<file path="config.mk">
export PLATFORM = sky130hd
export DESIGN_NAME = integer_set_table
export DESIGN_NICKNAME = d
export VERILOG_FILES = /design/src/hdl/ist_pkg.sv /design/src/hdl/ist_ram.sv /design/src/hdl/integer_set_table.sv
export SDC_FILE = /design/constraint.sdc
export NUM_CORES = 1
export LEC_CHECK = 0
export BUFFER_PORTS_ARGS = -buffer_cell sky130_fd_sc_hd__buf_2
export CAP_MARGIN = 10
export CORE_UTILIZATION = 55
export DETAILED_ROUTE_END_ITERATION = 8
export HOLD_SLACK_MARGIN = 0.06
export MAX_ROUTING_LAYER = met4
export PLACE_DENSITY = 0.8
export SLEW_MARGIN = 40
export SYNTH_ARGS = -nofsm -noshare
export SYNTH_HDL_FRONTEND = slang
export SYNTH_SLANG_ARGS = --single-unit
</file>
<file path="constraint.sdc">
create_clock -name clk -period 5.3 [get_ports clk]
set_input_delay 0 -clock clk [delete_from_list [all_inputs] [get_ports clk]]
set_output_delay 0 -clock clk [all_outputs]
set_load 0.03 [all_outputs]
</file>
<file path="src/hdl/ist_pkg.sv">
package ist_pkg;

  // Table size and derived widths
  localparam int CAPACITY = 16;
  localparam int IDX_W    = (CAPACITY > 1) ? $clog2(CAPACITY) : 1;
  localparam int CNT_W    = $clog2(CAPACITY + 1);
  localparam int DATA_W   = 32;

  // Request codes
  localparam logic [1:0] OP_LOOKUP = 2'd0;
  localparam logic [1:0] OP_ADD    = 2'd1;
  localparam logic [1:0] OP_REMOVE = 2'd2;

  // Sequencer states
  typedef enum logic [1:0] {
    ST_IDLE,
    ST_SCAN,
    ST_FINISH
  } state_t;

  // Table memory read request
  typedef struct packed {
    logic             en;
    logic [IDX_W-1:0] addr;
  } rd_req_t;

  // Table memory write request
  typedef struct packed {
    logic              en;
    logic [IDX_W-1:0]  addr;
    logic [DATA_W-1:0] data;
  } wr_req_t;

endpackage

</file>
<file path="src/hdl/ist_ram.sv">
module ist_ram (
  input  logic                      clk,
  input  ist_pkg::rd_req_t          rd,
  input  ist_pkg::wr_req_t          wr,
  output logic [ist_pkg::DATA_W-1:0] rd_data
);
  import ist_pkg::*;

  logic [DATA_W-1:0] mem [CAPACITY];

  // Write one entry
  always_ff @(posedge clk) begin
    if (wr.en) begin
      mem[wr.addr] <= wr.data;
    end
  end

  // Read one entry, data registered
  always_ff @(posedge clk) begin
    if (rd.en) begin
      rd_data <= mem[rd.addr];
    end
  end

endmodule

</file>
<file path="src/hdl/integer_set_table.sv">
// Channel | Handshake          | Payload
// --------+--------------------+-----------------------------------------------
// in      | in_valid/in_ready  | op, value
// out     | out_valid/out_ready| found, removed_count, entry_count, overflow
//
// Every item makes one pass over the held entries through the table memory,
// one read a cycle; a remove writes survivors back in place during that pass.
// An item is taken only in the idle state; the scan state then reads the entries,
// and the finish state loads the result, appends an absent value on an add, and
// returns to idle, so a new item is taken only after the last one is through.
// Reset clears the fill count and empties the table at once. A result waits
// in the output register; the next item is taken while it waits, and the
// sequencer stalls only when it must load a new result.
module integer_set_table (
  input  logic        clk,
  input  logic        rst,
  input  logic        in_valid,
  output logic        in_ready,
  input  logic [1:0]  op,
  input  logic signed [31:0] value,
  output logic        out_valid,
  input  logic        out_ready,
  output logic        found,
  output logic [4:0]  removed_count,
  output logic [4:0]  entry_count,
  output logic        overflow
);
  import ist_pkg::*;

  state_t            state, state_next;
  logic [1:0]        op_q;
  logic [DATA_W-1:0] value_q;
  logic [CNT_W-1:0]  fill_count;
  logic [CNT_W-1:0]  rd_idx;
  logic [CNT_W-1:0]  wr_idx;
  logic [CNT_W-1:0]  match_count;
  logic              hit;
  logic              rd_pend;

  rd_req_t           rd;
  wr_req_t           wr;
  logic [DATA_W-1:0] rd_data;

  logic              scan_more;
  logic              is_match;
  logic              slot_free;
  logic              add_ok;
  logic              full;

  ist_ram u_ram (
    .clk     (clk),
    .rd      (rd),
    .wr      (wr),
    .rd_data (rd_data)
  );

  assign scan_more = (rd_idx < fill_count);
  assign is_match  = (rd_data == value_q);
  assign slot_free = !out_valid || out_ready;
  assign full      = (fill_count >= CNT_W'(CAPACITY));
  assign add_ok    = (op_q == OP_ADD) && !hit && !full;

  // Next state
  always_comb begin
    state_next = state;
    unique case (state)
      ST_IDLE:   if (in_valid) state_next = ST_SCAN;
      ST_SCAN:   if (!rd_pend && !scan_more) state_next = ST_FINISH;
      ST_FINISH: if (slot_free) state_next = ST_IDLE;
      default:   state_next = ST_IDLE;
    endcase
  end

  // Memory requests and handshake
  always_comb begin
    in_ready = 1'b0;
    rd       = '0;
    wr       = '0;
    unique case (state)
      ST_IDLE: begin
        in_ready = 1'b1;
      end
      ST_SCAN: begin
        rd.en   = scan_more;
        rd.addr = rd_idx[IDX_W-1:0];
        // compact survivors of a remove toward the front
        if (rd_pend && (op_q == OP_REMOVE) && !is_match) begin
          wr.en   = 1'b1;
          wr.addr = wr_idx[IDX_W-1:0];
          wr.data = rd_data;
        end
      end
      ST_FINISH: begin
        // append an absent value
        if (slot_free && add_ok) begin
          wr.en   = 1'b1;
          wr.addr = fill_count[IDX_W-1:0];
          wr.data = value_q;
        end
      end
      default: ;
    endcase
  end

  // Control registers
  always_ff @(posedge clk) begin
    if (rst) begin
      state      <= ST_IDLE;
      fill_count <= '0;
      rd_pend    <= 1'b0;
      out_valid  <= 1'b0;
      rd_idx     <= '0;
      wr_idx     <= '0;
    end else begin
      state   <= state_next;
      rd_pend <= rd.en;
      // load a new result, else drop the one taken
      if (state == ST_FINISH && slot_free) begin
        out_valid <= 1'b1;
      end else if (out_valid && out_ready) begin
        out_valid <= 1'b0;
      end
      case (state)
        ST_IDLE: begin
          rd_idx <= '0;
          wr_idx <= '0;
        end
        ST_SCAN: begin
          if (scan_more) rd_idx <= rd_idx + 1'b1;
          if (wr.en) wr_idx <= wr_idx + 1'b1;
        end
        ST_FINISH: begin
          if (slot_free) begin
            if (op_q == OP_REMOVE) begin
              fill_count <= wr_idx;
            end else if (add_ok) begin
              fill_count <= fill_count + 1'b1;
            end
          end
        end
        default: ;
      endcase
    end
  end

  // Request and scan payload
  always_ff @(posedge clk) begin
    if (state == ST_IDLE && in_valid) begin
      op_q        <= op;
      value_q     <= $unsigned(value);
      hit         <= 1'b0;
      match_count <= '0;
    end else if (state == ST_SCAN && rd_pend && is_match) begin
      hit         <= 1'b1;
      match_count <= match_count + 1'b1;
    end
  end

  // Result register
  always_ff @(posedge clk) begin
    if (state == ST_FINISH && slot_free) begin
      found         <= hit;
      removed_count <= (op_q == OP_REMOVE) ? 5'(match_count) : 5'd0;
      overflow      <= (op_q == OP_ADD) && !hit && full;
      if (op_q == OP_REMOVE) begin
        entry_count <= 5'(wr_idx);
      end else if (add_ok) begin
        entry_count <= 5'(fill_count + 1'b1);
      end else begin
        entry_count <= 5'(fill_count);
      end
    end
  end

  a_fill_bound: assert property (@(posedge clk) disable iff (rst)
    fill_count <= CNT_W'(CAPACITY))
    else $error("fill count above capacity");

  a_wr_behind_rd: assert property (@(posedge clk) disable iff (rst)
    wr_idx <= rd_idx)
    else $error("compaction write passed the read pointer");

  a_accept_scan: assert property (@(posedge clk) disable iff (rst)
    in_valid && in_ready |=> state == ST_SCAN)
    else $error("accepted item did not start a scan");

  a_scan_write: assert property (@(posedge clk) disable iff (rst)
    state == ST_SCAN && wr.en |-> rd_pend && op_q == OP_REMOVE)
    else $error("scan write without read data of a remove");

  a_rm_fill: assert property (@(posedge clk) disable iff (rst)
    state == ST_FINISH && op_q == OP_REMOVE |-> wr_idx + match_count == fill_count)
    else $error("remove count does not add up");

endmodule
</file>
==> results.py <==
metrics = {
    "run_status": {
        "status": "completed",
    },
    "flow_run": {
        "cap_viol_max_count": 0,
    },
    "setup_path": {
        "cp_top_family": "simple AND/OR/NAND/NOR gates",
        "cpPeakStageDelay_ps": 720,
        "crit_required_ps": 5600,
        "arrival_ps": 4400,
        "ff2ff_path_depth": 8,
        "start_kind": "flop",
        "cpMaxStageDelayCell": "clkinv_2",
        "path_buf_inv": 3,
        "ff2ff_setup_slack_ps": 1200,
        "rr_endpoint": "u_ram.mem[10][30]$_DFFE_PP_",
        "reg2reg_from": "state[0]$_SDFFE_PP0P_",
        "path_class": "flop to flop",
        "cp_max_fo": 37,
        "end_kind": "flop",
        "path_cells": "inv_1, ha_1, clkinv_2, nor4_1, a31oi_1, nand3b_1, nor2_4, buf_4",
    },
    "timing": {
        "final-max-slew-violation-count": 0,
        "post-route-period-util_pct": 77.3,
        "finalSetupTns_ps": 0,
        "skew_ps": 26.8,
        "worst_pin_slew_ps": 836,
        "max-slew-margin-rel_pct": 44.3,
        "report.final.hold_viol_count": 0,
        "finalSetupViolCount": 0,
        "rsz0062_at_grt": "no",
        "fin_ws_ps": 1200,
        "clock.fmax_mhz": 244,
        "period_needed_ps": 4100,
    },
    "synthesis": {
        "synth_edf_count": 590,
        "yosysUniqueCellTypes": 56,
        "syn_nets": 1572,
        "ys_ff_latch": 615,
        "syn_area_per_cell_um2": 16.2,
        "netlist_area_um2": 24700,
        "synth-main-ff-cell": "edfxtp_1",
        "ys_warn_count": 0,
        "async_flop_share_pct": 0,
        "ys_seq_area_share_pct": 73.7,
        "synth_cells": 1523,
    },
    "hold_path": {
        "min_path_type": "input port to flop",
        "hold-path-endpoint": "value_q[6]$_DFFE_PP_",
        "holdPathStages": 2,
        "min_from": "value[6]",
    },
    "power_and_ir_drop": {
        "p_leak_nw": 10.2,
        "clkPwrFrac_pct": 40.0,
        "p_sw_share_pct": 22.0,
        "ir_drop_uv": 338,
        "powerDensity_nw_per_um2": 354,
        "p_int_w": 0.00778,
        "switchingPower_w": 0.00219,
        "combinationalPowerShare_pct": 5.5,
        "p_seq_share_pct": 54.5,
    },
    "clock_tree": {
        "clkSinkCount": 615,
        "clockBufferDepth": 3,
        "cts_buffers": 58,
        "post_cts_resized": 0,
        "htreeDepth": 2,
        "clk_pin_slew_ps": 60,
        "cts_tree": "yes",
        "clk_latency_ps": 630,
        "root_buffer": "clkbuf_16",
    },
    "routing": {
        "routed_wl_um": 59700,
        "dr.pass1.iters": 5,
        "drtIter0Drc": 2097,
        "postRouteAntennaNets": 0,
        "vias": 14500,
        "avgViaCountPerCell": 6.47,
        "post_drt_wl_per_cell_um": 26.6,
        "remaining_drc_errors": 0,
    },
    "layout": {
        "fillers": 2972,
        "mostFrequentLayoutCells": "edfxtp_1 (590), a21oi_1 (141), mux2_2 (129), o21ai_0 (75), mux2i_1 (68)",
        "final_net_count": 1658,
        "seqCellArea_um2": 18200,
        "diodes": 0,
        "final_area_um2": 28200,
        "drive_gt1_share_pct": 22.4,
        "instances_no_fill": 2245,
        "final_common_cell": "edfxtp_1",
        "syn2layout_area_growth_pct": 14.2,
        "multi_input_area_um2": 6260,
    },
    "grt": {
        "grt_pass1_wl_um": 89300,
        "grt_pass1_vias": 14400,
        "gr-total-overflow": 0,
        "track_usage_pct": 26.9,
        "grt_max_degree": 67,
        "antenna_found_initial": 0,
    },
    "floorplan": {
        "fp.dieH_um": 214,
        "coreArea_um2": 44200,
        "start_util_pct": 55.9,
        "die_area_um2": 45800,
        "rows": 77,
        "die_x_um": 214,
        "boundaryPins": 52,
    },
    "place": {
        "post-place-ws_ps": 1550,
        "dp.cells": 2101,
        "postPlaceCellArea_um2": 26000,
        "gp_congestion": 0.868,
        "io_buffer_count": 51,
        "hpwlAfterDp_um": 34200,
    },
}
## sequential cells by signal (all words and copies together), names as in the netlist, 2 cells and up
signal / cells
match_count: 5
u_ram.mem: 512
entry_count: 5
fill_count: 5
wr_idx: 5
value_q: 32
op_q: 2
u_ram.rd_data: 32
rd_idx: 5
state: 2
removed_count: 5
## layer usage
layer	GRT usage, %	part of all wire [%]	vias up
met5	-	0	-
met4	10.2	3.8	0
met3	5.15	10	155
met2	40.9	47	885
met1	36.0	39	7259
li1	-	-	6221
## per-stage QoR
step | hold slack, ps | utilization (%) | total power [W]
2_1_floorplan | 98.9 | - | 0.00585
3_3_place_gp | 195 | 58.0 | 0.00601
3_5_place_dp | 193 | 58.7 | 0.00605
4_1_cts | 97.1 | 63.7 | 0.00999
5_1_grt | 103 | 63.8 | 0.0102
6_report | 123 | 63.8 | 0.00998
## power groups by stage
stage | sequential [W] | combinational (W) | clock, W
after detailed placement | 0.00553 | 0.000511 | 0
final | 0.00543 | 0.000554 | 0.00399
after floorplan | 0.00555 | 0.000292 | 0
after CTS | 0.00543 | 0.000537 | 0.00402
after global routing | 0.00544 | 0.000580 | 0.00422
after global placement | 0.00553 | 0.000479 | 0
## cell families (layout without fill, tap and decap cells)
group | Yosys count | count (layout) | synth area share, %
compound gates | 399 | 399 | 10.8
xor+xnor | 39 | 39 | 1.38
fa+ha+maj | 11 | 11 | 0.557
buf+inv | 113 | 243 | 1.83
flops | 615 | 615 | 73.7
mux | 197 | 197 | 8.63
simple gates | 149 | 149 | 3.07
## cells in the mapped netlist, types with 3 or more instances
| master | number | area share (%) |
|---|---|---|
| a22oi_1 | 65 | 2.0 |
| or2_2 | 3 | 0.076 |
| xnor2_1 | 36 | 1.3 |
| o21ai_0 | 75 | 1.5 |
| mux2_2 | 129 | 5.9 |
| a221o_1 | 32 | 1.3 |
| nand2_1 | 25 | 0.38 |
| nor2b_1 | 7 | 0.18 |
| inv_1 | 9 | 0.14 |
| clkbuf_1 | 61 | 0.93 |
| nand2b_1 | 4 | 0.10 |
| xor2_1 | 3 | 0.11 |
| a21o_1 | 4 | 0.12 |
| mux2i_1 | 68 | 2.8 |
| ha_1 | 11 | 0.56 |
| nand3_1 | 6 | 0.12 |
| nor2_1 | 64 | 0.97 |
| edfxtp_1 | 590 | 72 |
| and2_1 | 9 | 0.23 |
| a21oi_1 | 141 | 2.9 |
| buf_1 | 16 | 0.24 |
| nand4_1 | 13 | 0.33 |
| inv_2 | 3 | 0.046 |
| a22o_1 | 34 | 1.2 |
| buf_2 | 23 | 0.47 |
| dfxtp_1 | 25 | 2.0 |
| a32o_1 | 32 | 1.3 |
## worst register-to-register path, stage by stage (launching register included)
cell and delay (ps):
dfxtp_1 350, inv_1 90, ha_1 520, clkinv_2 720
nor4_1 560, a31oi_1 110, nand3b_1 360, nor2_4 720
buf_4 370
## what timing repair did
action	4_1_cts	5_1_grt
endpoints found under the setup margin	0	0
hold endpoints to repair	58	0
hold buffers	38	0
setup buffers	0	0
## layout make-up
type / instances / area share [%]
Sequential cell: 615 / 64.6
Multi-Input combinational cell: 795 / 22.2
Clock buffer: 71 / 5.32
Timing Repair Buffer: 126 / 3.98
Tap cell: 592 / 2.63
Clock inverter: 33 / 1.09
Inverter: 13 / 0.186
## worst max path at each step
stage                          startpoint                          end  cells past startpoint
global route        state[0]$_SDFFE_PP0P_  u_ram.mem[10][30]$_DFFE_PP_                      8
global placement        op_q[0]$_DFFE_PP_  u_ram.mem[13][14]$_DFFE_PP_                      7
finish              state[0]$_SDFFE_PP0P_  u_ram.mem[10][30]$_DFFE_PP_                      8
floorplan           value_q[19]$_DFFE_PP_    u_ram.mem[3][0]$_DFFE_PP_                      7
detailed placement      op_q[0]$_DFFE_PP_   u_ram.mem[5][29]$_DFFE_PP_                      8
CTS                     op_q[0]$_DFFE_PP_   u_ram.mem[5][19]$_DFFE_PP_                      8
Power figures use the tool's default switching activity.
